==> config.mk <==
export PLATFORM = sky130hd
export DESIGN_NAME = rmcsc_step
export DESIGN_NICKNAME = d
export VERILOG_FILES = /design/src/design/rmcsc_pkg.sv /design/src/design/rmcsc_step.sv
export SDC_FILE = /design/constraint.sdc
export NUM_CORES = 1
export LEC_CHECK = 0
export BUFFER_PORTS_ARGS = -buffer_cell sky130_fd_sc_hd__clkbuf_2
export CAP_MARGIN = 30
export CORE_ASPECT_RATIO = 0.5
export CORE_MARGIN = 2
export CORE_UTILIZATION = 51
export DETAILED_ROUTE_END_ITERATION = 8
export PLACE_DENSITY_LB_ADDON = 0.15
export RECOVER_POWER = 50
export SYNTH_ARGS = -nofsm -noshare
export SYNTH_HDL_FRONTEND = slang
export SYNTH_SLANG_ARGS = --single-unit
==> constraint.sdc <==
create_clock -name vclk -period 6.1
set_clock_uncertainty 0.15 [all_clocks]
set_input_delay 1.22 -clock vclk [all_inputs]
set_output_delay 1.22 -clock vclk [all_outputs]
set_load 0.02 [all_outputs]
==> src/design/rmcsc_pkg.sv <==
// ----------------------------------------------------------------------------
// rmcsc_pkg: shared types, constants and helpers for the RMC sentence checker
// Holds the scan state record, the result record, the character codes and
// the small character-class functions used by the per-character step logic.
// ----------------------------------------------------------------------------
package rmcsc_pkg;

	// Scan phases.
	localparam logic [2:0] PH_IDLE   = 3'd0;
	localparam logic [2:0] PH_PREFIX = 3'd1;
	localparam logic [2:0] PH_BODY   = 3'd2;
	localparam logic [2:0] PH_HEX1   = 3'd3;
	localparam logic [2:0] PH_HEX2   = 3'd4;

	// Error codes, first one recorded wins.
	localparam logic [2:0] ERR_NONE     = 3'd0;
	localparam logic [2:0] ERR_PREFIX   = 3'd1;
	localparam logic [2:0] ERR_TIME     = 3'd2;
	localparam logic [2:0] ERR_STATUS   = 3'd3;
	localparam logic [2:0] ERR_NOSUM    = 3'd4;
	localparam logic [2:0] ERR_BADHEX   = 3'd5;
	localparam logic [2:0] ERR_MISMATCH = 3'd6;

	localparam logic [7:0] CH_DOLLAR = 8'h24;
	localparam logic [7:0] CH_STAR   = 8'h2A;
	localparam logic [7:0] CH_COMMA  = 8'h2C;
	localparam logic [7:0] CH_DOT    = 8'h2E;
	localparam logic [7:0] CH_CR     = 8'h0D;
	localparam logic [7:0] CH_LF     = 8'h0A;
	localparam logic [7:0] CH_A      = 8'h41;
	localparam logic [7:0] CH_V      = 8'h56;

	localparam logic [2:0] PREFIX_LEN   = 3'd6;
	localparam logic [3:0] TIME_LEN     = 4'd10;
	localparam logic [3:0] TIME_DOT_POS = 4'd6;
	localparam logic [3:0] FIELD_MAX    = 4'd15;
	localparam logic [1:0] TALLY_MAX    = 2'd3;

	typedef struct packed {
		logic [2:0] phase;
		logic [2:0] prefix_position;
		logic [1:0] comma_tally;
		logic [3:0] field_length;
		logic       field_chars_ok;
		logic [7:0] running_xor;
		logic [3:0] high_nibble;
		logic [2:0] first_error;
	} scan_state_t;

	// Packed so that sentence_valid lands in the lowest bit.
	typedef struct packed {
		logic [7:0] received_sum;
		logic [7:0] computed_sum;
		logic [2:0] error_code;
		logic       sentence_valid;
	} verdict_t;

	// Expected character after '$' at each prefix position ("GPRMC,").
	function automatic logic [7:0] prefix_char(input logic [2:0] pos);
		logic [7:0] ch;
		unique case (pos)
			3'd0:    ch = 8'h47;
			3'd1:    ch = 8'h50;
			3'd2:    ch = 8'h52;
			3'd3:    ch = 8'h4D;
			3'd4:    ch = 8'h43;
			3'd5:    ch = CH_COMMA;
			default: ch = 8'h00;
		endcase
		return ch;
	endfunction

	function automatic logic is_digit(input logic [7:0] c);
		return (c >= 8'h30) && (c <= 8'h39);
	endfunction

	// Bit 4 set means the character is not a hex digit.
	function automatic logic [4:0] hex_value(input logic [7:0] c);
		logic [4:0] h;
		if (is_digit(c)) begin
			h = {1'b0, c[3:0]};
		end else if ((c >= 8'h41 && c <= 8'h46) || (c >= 8'h61 && c <= 8'h66)) begin
			h = {1'b0, c[3:0] + 4'd9};
		end else begin
			h = 5'h10;
		end
		return h;
	endfunction

	function automatic logic [2:0] note_error(input logic [2:0] cur, input logic [2:0] e);
		return (cur == ERR_NONE) ? e : cur;
	endfunction

endpackage

==> src/design/rmcsc_step.sv <==
// ----------------------------------------------------------------------------
// rmcsc_step: next-state and verdict logic for one received character
// Purely combinational: given the current scan state and one character it
// returns the next state and, when the sentence closes, the verdict.
// ----------------------------------------------------------------------------
module rmcsc_step (
	input  rmcsc_pkg::scan_state_t cur,
	input  logic [7:0]             rx_char,
	output rmcsc_pkg::scan_state_t nxt,
	output logic                   emit,
	output rmcsc_pkg::verdict_t    verdict
);

	always_comb begin
		rmcsc_pkg::scan_state_t st;
		logic                   do_body;
		logic                   eol;
		logic                   char_ok;
		logic [4:0]             hv;
		logic [7:0]             rsum;
		logic [1:0]             tally_new;

		st        = cur;
		do_body   = 1'b0;
		emit      = 1'b0;
		rsum      = 8'h00;
		eol       = (rx_char == rmcsc_pkg::CH_CR) || (rx_char == rmcsc_pkg::CH_LF);
		hv        = rmcsc_pkg::hex_value(rx_char);
		char_ok   = 1'b0;
		tally_new = cur.comma_tally;

		if (rx_char == rmcsc_pkg::CH_DOLLAR) begin
			st.phase           = rmcsc_pkg::PH_PREFIX;
			st.prefix_position = 3'd0;
			st.comma_tally     = 2'd0;
			st.field_length    = 4'd0;
			st.field_chars_ok  = 1'b1;
			st.running_xor     = 8'h00;
			st.high_nibble     = 4'd0;
			st.first_error     = rmcsc_pkg::ERR_NONE;
		end else begin
			unique case (cur.phase)
				rmcsc_pkg::PH_PREFIX: begin
					if (cur.prefix_position < rmcsc_pkg::PREFIX_LEN &&
					    rx_char == rmcsc_pkg::prefix_char(cur.prefix_position)) begin
						st.running_xor     = cur.running_xor ^ rx_char;
						st.prefix_position = cur.prefix_position + 3'd1;
						if (st.prefix_position == rmcsc_pkg::PREFIX_LEN) begin
							st.comma_tally    = 2'd1;
							st.field_length   = 4'd0;
							st.field_chars_ok = 1'b1;
							st.phase          = rmcsc_pkg::PH_BODY;
						end
					end else begin
						// A broken prefix is recorded, then the character is scanned as body.
						st.first_error = rmcsc_pkg::note_error(cur.first_error,
							rmcsc_pkg::ERR_PREFIX);
						st.phase = rmcsc_pkg::PH_BODY;
						do_body  = 1'b1;
					end
				end
				rmcsc_pkg::PH_BODY: begin
					do_body = 1'b1;
				end
				rmcsc_pkg::PH_HEX1, rmcsc_pkg::PH_HEX2: begin
					if (eol) begin
						st.first_error = rmcsc_pkg::note_error(cur.first_error,
							rmcsc_pkg::ERR_NOSUM);
						emit = 1'b1;
					end else if (hv[4]) begin
						st.first_error = rmcsc_pkg::note_error(cur.first_error,
							rmcsc_pkg::ERR_BADHEX);
						emit = 1'b1;
					end else if (cur.phase == rmcsc_pkg::PH_HEX1) begin
						st.high_nibble = hv[3:0];
						st.phase       = rmcsc_pkg::PH_HEX2;
					end else begin
						rsum = {cur.high_nibble, hv[3:0]};
						if (rsum != cur.running_xor) begin
							st.first_error = rmcsc_pkg::note_error(cur.first_error,
								rmcsc_pkg::ERR_MISMATCH);
						end
						emit = 1'b1;
					end
				end
				default: begin
					// Idle and unused codes ignore everything but '$'.
				end
			endcase

			if (do_body) begin
				if (eol || rx_char == rmcsc_pkg::CH_STAR) begin
					// The format fields are incomplete when the body ends early.
					if (st.comma_tally < 2'd2) begin
						st.first_error = rmcsc_pkg::note_error(st.first_error,
							rmcsc_pkg::ERR_TIME);
					end else if (st.comma_tally < rmcsc_pkg::TALLY_MAX) begin
						st.first_error = rmcsc_pkg::note_error(st.first_error,
							rmcsc_pkg::ERR_STATUS);
					end
					if (eol) begin
						st.first_error = rmcsc_pkg::note_error(st.first_error,
							rmcsc_pkg::ERR_NOSUM);
						emit = 1'b1;
					end else begin
						st.phase = rmcsc_pkg::PH_HEX1;
					end
				end else begin
					st.running_xor = st.running_xor ^ rx_char;
					if (rx_char == rmcsc_pkg::CH_COMMA) begin
						if (st.comma_tally < rmcsc_pkg::TALLY_MAX) begin
							tally_new      = st.comma_tally + 2'd1;
							st.comma_tally = tally_new;
							if (tally_new == 2'd2) begin
								if (st.field_length != rmcsc_pkg::TIME_LEN ||
								    !st.field_chars_ok) begin
									st.first_error = rmcsc_pkg::note_error(
										st.first_error, rmcsc_pkg::ERR_TIME);
								end
							end else if (tally_new == rmcsc_pkg::TALLY_MAX) begin
								if (st.field_length != 4'd1 || !st.field_chars_ok) begin
									st.first_error = rmcsc_pkg::note_error(
										st.first_error, rmcsc_pkg::ERR_STATUS);
								end
							end
						end
						st.field_length   = 4'd0;
						st.field_chars_ok = 1'b1;
					end else begin
						if (st.comma_tally == 2'd1) begin
							char_ok = (st.field_length == rmcsc_pkg::TIME_DOT_POS) ?
								(rx_char == rmcsc_pkg::CH_DOT) : rmcsc_pkg::is_digit(rx_char);
							if (st.field_length >= rmcsc_pkg::TIME_LEN || !char_ok) begin
								st.field_chars_ok = 1'b0;
							end
						end else if (st.comma_tally == 2'd2) begin
							if (st.field_length != 4'd0 ||
							    (rx_char != rmcsc_pkg::CH_A && rx_char != rmcsc_pkg::CH_V)) begin
								st.field_chars_ok = 1'b0;
							end
						end
						if (st.field_length < rmcsc_pkg::FIELD_MAX) begin
							st.field_length = st.field_length + 4'd1;
						end
					end
				end
			end

			if (emit) begin
				st.phase = rmcsc_pkg::PH_IDLE;
			end
		end

		nxt                    = st;
		verdict.sentence_valid = (st.first_error == rmcsc_pkg::ERR_NONE);
		verdict.error_code     = st.first_error;
		verdict.computed_sum   = st.running_xor;
		verdict.received_sum   = rsum;
	end

endmodule

==> results of run 1 <==
[power by group]
group          internal, µW  leakage (µW)  total, µW  switching [µW]
combinational          59.5      0.000984        166             107
sequential                0             0          0               0
clock                     0             0          0               0
total                  59.5      0.000984        166             107
[worst max path at each step]
stage | start | end | slack (ps) | depth (start not counted)
after detailed placement | cur[22] | verdict[0] | 310 | 16
after CTS | cur[22] | verdict[0] | 310 | 16
after floorplan | cur[22] | verdict[1] | 480 | 16
after global routing | cur[22] | verdict[0] | 60 | 16
final | cur[22] | verdict[0] | 270 | 16
after global placement | cur[22] | verdict[0] | 430 | 16
[cells by family (layout without fill, tap and decap cells)]
family,after synthesis,count (layout),synth area share (%)
adders and majority gates,13,13,8.58
buffers and inverters,36,100,10.3
xor gates and xnor gates,21,21,9.70
muxes,4,4,2.11
AOI/OAI and AO/OA,80,80,32.2
and+or+nand+nor,132,132,37.1
[stage by stage]
step | cell area [µm²] | instances
floorplan | 1900 | 286
finish | 2220 | 401
global route | 2220 | 401
detailed placement | 2260 | 401
global placement | 2260 | 401
CTS | 2260 | 401
[cell type report]
class / instances / area, µm² / share of cell area (%)
Multi-Input combinational cell: 250 / 1690 / 76.2
Tap cell: 51 / 63.8 / 2.87
Timing Repair Buffer: 88 / 420 / 18.9
Inverter: 12 / 45.0 / 2.03
[routing by layer]
layer  wire, µm  vias up  share of wire [%]
met5          0        -                  0
li1           -     1161                  -
met1       2710     1086                 45
met2       2640      124                 44
met4         33        0               0.55
met3        585        8                9.8
[placed cells by master, fill, tap and decap left out, types with 8 or more instances in the layout]
| cell type | Yosys | final |
|---|---|---|
| a211oi_1 | 8 | 8 |
| a21oi_1 | 14 | 15 |
| and2_1 | 8 | 8 |
| clkbuf_1 | 6 | 20 |
| clkbuf_2 | 0 | 66 |
| ha_1 | 13 | 13 |
| inv_1 | 11 | 11 |
| nand2_1 | 18 | 18 |
| nand2b_1 | 9 | 9 |
| nor2_1 | 44 | 44 |
| nor2b_1 | 8 | 8 |
| nor3_1 | 8 | 8 |
| o21ai_0 | 9 | 9 |
| xnor2_1 | 14 | 14 |
==> metrics.md, run 1 <==
| Metric | Value |
|---|---|
| Crit-path max FO | 4 |
| Largest area contributor in the synthesized netlist | nor2_1 |
| FILL cells | 380 |
| Antenna Nets Post-Route | 0 |
| Hold path endpoint | verdict[7] |
| Mapped Avg Cell Area | 6.63 µm² |
| Gpl congestion | 0.877 |
| Post-synth top area share | about 8.7% |
| Routed len/inst | 14.9 µm |
| Total gr overflow | 0 |
| FF/Latch Area | 0 µm² |
| Router iterations before antenna repair | 5 |
| Antenna violations before repair | 0 |
| Post-layout util | 63.6% |
| Slew Limit Headroom | 32.6% |
| # IOs | between 80 and 90 |
| Min cycle time layout | around 6000 ps |
| GR Util met1 | between 30% and 40% |
| Share of layout cells above drive strength 1 | 24.9% |
| Core box area | 0.00349 mm² |
| Synth unique cells | 69 |
| Via count | 2379 |
| Synthesis-to-finish area growth | 17.1% |
| Vias in the first global route | 2012 |
| Final setup violation count | 0 |
| Worst Setup Start Kind | primary input |
| Met3 usage | 3.69% |
| Crit path cell chain | clkbuf_2 -> ha_1 -> ha_1 -> or2_1 -> o221a_2 -> o22ai_1 -> and4b_1 -> nor2b_1 -> ha_1 -> nand4_1 -> a21oi_1 -> o22ai_1 -> or2_2 -> a31o_2 -> nor3_2 -> clkbuf_2 |
| Syn_nets | around 340 |
| Die X-Extent | 90.2 µm |
| Pwr Density | 74.8 mW/mm² |
| Fin. Hold Viols | 0 |
| Clock buffer count | 0 |
| Power, Total | approximately 170 µW |
| Top cell by count, worst path | ha_1 |
| Vias per inst | 5.93 |
| Final WS setup | ~270 ps |
| CP delay by family, top | simple AND/OR/NAND/NOR gates |
| Final slew viol count | 0 |
| Worst slew pin tran | 1010 ps |
| Setup CP Type | in2out |
| Synth top cells by count | nor2_1 (44), nand2_1 (18), a21oi_1 (14), xnor2_1 (14) |
| Fin crit share | 95.5% |
| Setup crit end kind | output port |
| Core Rows | 15 |
| Area contributors post-synth | nor2_1 (8.7%), ha_1 (8.6%), xnor2_1 (6.5%) |
| Most frequent cell after synthesis | nor2_1 |
| Post-CTS Hold Buffers | 0 |
| 1st-iter DRT viols | between 200 and 300 |
| Antenna cell count | 0 |
| Met2 GRT Util | a little under half |
| Detail Placement HPWL | 4910 µm |
| Seq Cell Count | 0 |
| Overall Global Routing Usage | a little over a quarter |
| Register area share after synthesis | 0% |
| Setup_tns | 0 ps |
| Pleak | 0.000984 µW |
| Worst Path Buf+Inv | 2 |
| Die ar. | 0.00425 mm² |
| Pin count of the biggest net entering global routing | 22 |
| First-pass GRT wire length | 9410 µm |
| Hold Worst Slack | 2650 ps |
| Hold depth | 3 |
| Nets | approximately 400 |
| Slowest stage delay, CP | 280 ps |
| Number of max-cap violations | 0 |
| Yosys warnings | 0 |
| Post-Syn Area | about 0.0019 mm² |
| Residual DRC count | 0 |
| Busiest layer in global routing | met2 |
| Highest clock rate | 0.172 GHz |
| VDD IR max | between 30 and 40 µV |
| Setup slack at placement | a little over 300 ps |
| Crit path required time | 4730 ps |
| Die Y | 47.1 µm |
| Post-CTS sizing | 0 |
| IO Port Bufs | 85 |
| HP Class | in2out |
| Final wirelength | a little under 6000 µm |
| Slowest CP cell | or2_2 |
| Start point of the worst hold path | cur[10] |
| RSZ-0062 raised after global routing | false |
| Initial core utilization | around 54% |
| WP data arrival | approximately 4500 ps |
| Setup Fix Bufs, Post-CTS | 0 |
| Status | finished clean |
| Cells after synthesis | 286 |
(Power assumes the default switching activity.)
==> run 2: changes to the inputs <==
==> config.mk (replaced) <==
export PLATFORM = sky130hd
export DESIGN_NAME = rmcsc_step
export DESIGN_NICKNAME = d
export VERILOG_FILES = /design/src/design/rmcsc_pkg.sv /design/src/design/rmcsc_step.sv
export SDC_FILE = /design/constraint.sdc
export NUM_CORES = 1
export LEC_CHECK = 0
export CAP_MARGIN = 30
export CORE_ASPECT_RATIO = 0.5
export CORE_MARGIN = 2
export CORE_UTILIZATION = 55
export DETAILED_ROUTE_END_ITERATION = 8
export DONT_BUFFER_PORTS = 1
export PLACE_DENSITY_LB_ADDON = 0.15
export RECOVER_POWER = 100
export SYNTH_ARGS = -nofsm -noshare
export SYNTH_HDL_FRONTEND = slang
export SYNTH_SLANG_ARGS = --single-unit
==> run 2 against run 1 <==
Setup slack worse by 4.9 ps. Critical endpoint unchanged. Sequential share of layout area stayed put. Die area fell by 6.8%. Hold slack worse by 170 ps. Highest routed layer unchanged. Count of clock-buffer cells in the layout unchanged. Combinational power is 28% lower. Non-clock buffer count down 83. Largest cell class unchanged. Total power fell by 28%.
==> metrics.md, run 2 (same netlist as run 1, synthesis figures left out) <==
| Metric | Value |
|---|---|
| Status | finished clean |
| Highest clock rate | ~0.17 GHz |
| WP data arrival | 4460 ps |
| Leading cell types in the layout, fill and taps excluded | nor2_1 (44), nand2_1 (19), a21oi_1 (16) |
| Residual DRC count | 0 |
| Commonest non-fill, non-tap cell in the layout | nor2_1 |
| Antenna Nets Post-Route | 0 |
| Antenna cell count | 0 |
| Seq Cell Count | 0 |
| VDD IR max | 39.9 µV |
| Pleak | ~0.00069 µW |
| # IOs | 85 |
| Pwr Density | about 66 mW/mm² |
| Core box area | 0.00336 mm² |
| Gpl congestion | ~0.86 |
| Antenna violations before repair | 0 |
| Sw Pwr | approximately 80 µW |
| Worst slew pin tran | 1190 ps |
| Pin count of the biggest net entering global routing | 21 |
| Pint | 40.8 µW |
| Slew Limit Headroom | between 10% and 20% |
| RSZ-0062 raised after global routing | false |
| FF/Latch Area | 0 µm² |
| Initial core utilization | 56.5% |
| Crit path required time | 4730 ps |
| Logic gate share of total power | 100.0% |
| Die ar. | roughly 0.0040 mm² |
| Setup CP Type | in2out |
| Clk pwr share | 0% |
| Vias per inst | ~6.5 |
| 1st-iter DRT viols | 83 |
| Via count | 1994 |
| Core Rows | 15 |
| Setup_tns | 0 ps |
| Flop pwr share | 0% |
| Final slew viol count | 0 |
| Die X-Extent | 87.1 µm |
| Clock buffer count | 0 |
| Nets | around 320 |
| HP Class | in2out |
| Post-layout util | 53.7% |
| Setup Fix Bufs, Post-CTS | 0 |
| Overall Global Routing Usage | 26.9% |
| Die Y | 45.5 µm |
| Fin crit share | between 90% and 100% |
| Min cycle time layout | between 5000 and 6000 ps |
| Synthesis-to-finish area growth | -4.88% |
| IO Port Bufs | 0 |
| Routed len/inst | 17.8 µm |
| Worst Setup Start Kind | primary input |
| Router iterations before antenna repair | 4 |
| Number of max-cap violations | 0 |
| First-pass GRT wire length | ~8500 µm |
| Total gr overflow | 0 |
| Fin. Hold Viols | 0 |
| Vias in the first global route | between 1500 and 2000 |
| Detail Placement HPWL | 4360 µm |
| Crit-path max FO | 11 |
| Final setup violation count | 0 |
| Share of layout cells above drive strength 1 | 6.37% |
| Net Sw Frac | between 60 and 70% |
| Setup crit end kind | output port |
| Final wirelength | 5510 µm |
run 2: cell types whose count changed in the layout (fill, tap and decap cells not counted), moves of 2 or more:
cell      previous run  this run
clkbuf_1            20         3
and2_1               8         4
o21ai_2              3         0
and2_0               0         4
o21ai_0              9        14
clkbuf_2            66         1
o21ai_1              2         0
run 2: per-layer routing:
layer | vias up | part of all wire (%) | GRT usage (%)
met5 | - | 0 | 0
met4 | 0 | 0.25 | 2.19
met3 | 3 | 8.7 | 2.36
met2 | 90 | 43 | 40.6
met1 | 912 | 48 | 42.6
li1 | 989 | - | -
run 2: path summary, 6_finish.rpt:
| check | startpoint | endpoint | slack (ps) | cells after the start |
|---|---|---|---|---|
| setup / recovery | cur[22] | verdict[0] | 270 | 14 |
| hold / removal | cur[22] | nxt[22] | 2480 | 2 |
run 2: worst max-delay path, cell delays in order:
cell     delay (ps)
ha_1            190
ha_1            220
or2_0           230
o221a_2         270
o22ai_1         210
and4b_1         370
nor2b_2         250
ha_1            210
nand4_1         100
a21oi_1         150
o22ai_1          80
or2_2           270
a31o_2          300
nor3_2          370
run 2: stage by stage:
stage	setup slack [ps]	power, µW	hold WS (ps)	instance area (µm²)	cells
after floorplan	484	122	2450	1900	286
after global placement	301	119	2480	1840	309
after detailed placement	201	120	2480	1840	309
after CTS	197	121	2480	1840	309
after global routing	51.7	130	2490	1800	309
final	269	119	2480	1800	309
run 2: power groups by stage:
stage / Combinational [µW] / Sequential (µW) / Clock (µW)
2_1_floorplan: 122 / 0 / 0
3_3_place_gp: 119 / 0 / 0
3_5_place_dp: 120 / 0 / 0
4_1_cts: 121 / 0 / 0
5_1_grt: 130 / 0 / 0
6_report: 119 / 0 / 0
run 2: cell type report:
cell class | count | area [µm²]
Timing Repair Buffer | 5 | 23.8
Multi-Input combinational cell | 250 | 1680
Tap cell | 42 | 52.6
Inverter | 12 | 45.0
Fill cell | 361 | 1560
run 2: repair_timing:
| item | CTS | global route |
|---|---|---|
| endpoints found under the setup margin | 0 | 1 |
| resized for setup | 0 | 1 |
| hold buffers | 0 | 0 |
==> run 3: changes to the inputs <==
--- a/config.mk
+++ b/config.mk
@@ -5,8 +5,8 @@
 export SDC_FILE = /design/constraint.sdc
 export NUM_CORES = 1
 export LEC_CHECK = 0
+export ABC_CLOCK_PERIOD_IN_PS = 6100
 export CAP_MARGIN = 30
-export CORE_ASPECT_RATIO = 0.5
 export CORE_MARGIN = 2
 export CORE_UTILIZATION = 55
 export DETAILED_ROUTE_END_ITERATION = 8
==> run 3 against run 2 <==
Maximum frequency up 1.5%. Utilization up 0.66 points. Combinational power about the same. Flip-flop and latch count unchanged. Global-route usage down 2.3 points.
==> metrics.md, run 3 (same netlist as run 1, synthesis figures left out) <==
| Metric | Value |
|---|---|
| Fin crit share | 94.2% |
| Highest clock rate | 0.174 GHz |
| Pwr Density | 64.4 mW/mm² |
| Final wirelength | 4990 µm |
| 1st-iter DRT viols | 140 |
| Seq Cell Count | 0 |
| Leading cell types in the layout, fill and taps excluded | nor2_1 (44), nand2_1 (19), a21oi_1 (16) |
| Pin count of the biggest net entering global routing | 21 |
| Slew Limit Headroom | roughly a fifth |
| Status | finished clean |
| Die X-Extent | 62.7 µm |
| FF/Latch Area | 0 µm² |
| Min cycle time layout | 5750 ps |
| Nets | 319 |
| Worst slew pin tran | 1200 ps |
| Clock buffer count | 0 |
| Die Y | 62.7 µm |
| Core box area | approximately 0.0033 mm² |
| Core Rows | 21 |
| Fin. Hold Viols | 0 |
| Pleak | 0.000691 µW |
| Antenna cell count | 0 |
| HP Class | in2out |
| Share of layout cells above drive strength 1 | 6.34% |
| Router iterations before antenna repair | 4 |
| First-pass GRT wire length | 8330 µm |
| Antenna violations before repair | 0 |
| Post-CTS sizing | 0 |
| RSZ-0062 raised after global routing | false |
| Crit-path max FO | 4 |
| Setup_tns | 0 ps |
| FILL cells | about 360 |
| # IOs | 85 |
| Multi-input logic area | approximately 0.0017 mm² |
| Crit path required time | 4730 ps |
| Die ar. | 0.00393 mm² |
| Setup Fix Bufs, Post-CTS | 0 |
| Routed len/inst | 15.9 µm |
| Final WS setup | 354 ps |
| Worst Setup Start Kind | primary input |
| Setup CP Type | in2out |
| Synthesis-to-finish area growth | -4.35% |
| Vias per inst | roughly 6.2 |
| Vias in the first global route | 1827 |
| Antenna Nets Post-Route | 0 |
| Final slew viol count | 0 |
| Total gr overflow | 0 |
| Gpl congestion | 0.848 |
| Setup crit end kind | output port |
| Detail Placement HPWL | between 4000 and 5000 µm |
| Final setup violation count | 0 |
| Initial core utilization | 56.8% |
| Residual DRC count | 0 |
| Overall Global Routing Usage | 24.7% |
| WP data arrival | 4380 ps |
| IO Port Bufs | 0 |
| Number of max-cap violations | 0 |
| Hold Worst Slack | 2480 ps |
| Post-CTS Hold Buffers | 0 |
| Commonest non-fill, non-tap cell in the layout | nor2_1 |
| VDD IR max | roughly 31 µV |
| Via count | between 1500 and 2000 |
| Setup slack at placement | 349 ps |
run 3: cell types whose count changed in the layout (fill, tap and decap cells not counted):
cell,delta
buf_4,+1
nor2b_1,+1
nor2b_2,-1
run 3: power by group:
group / switching, µW / internal [µW] / leakage, µW / total (µW)
clock network: 0 / 0 / 0 / 0
registers: 0 / 0 / 0 / 0
logic: 76.1 / 40.7 / 0.000691 / 117
run 3: worst paths after layout:
path,start,end,slack [ps],cells after the start
worst max-delay path,cur[22],verdict[0],350,14
worst min-delay path,cur[22],nxt[22],2480,2
run 3: critical path, stage by stage:
cell and delay (ps):
ha_1 200, ha_1 220, or2_0 230, o221a_2 280
o22ai_1 210, and4b_1 240, nor2b_1 250, ha_1 240
nand4_1 100, a21oi_1 160, o22ai_1 80, or2_2 270
a31o_2 300, nor3_2 370
run 3: layout make-up:
type,instances,area share (%)
inverter,12,2.48
tap,46,3.17
timing repair buffer,6,1.72
multi-input combinational,250,92.6
run 3: per-stage QoR:
| step | cells | util (%) | total power (µW) | cell area (µm²) |
|---|---|---|---|---|
| floorplan | 286 | - | 122 | 1900 |
| global placement | 314 | 55.4 | 118 | 1850 |
| detailed placement | 314 | 55.4 | 119 | 1850 |
| CTS | 314 | 55.4 | 120 | 1850 |
| global route | 314 | 54.4 | 129 | 1810 |
| finish | 314 | 54.4 | 117 | 1810 |
run 3: layer usage:
layer	vias up	track usage, %	part of all wire [%]	wire (µm)
met3	4	3.42	7.1	353
met5	-	0	0	0
met2	66	42.1	47	2340
met4	0	2.22	0.58	29
met1	905	34.1	45	2270
li1	987	-	-	-
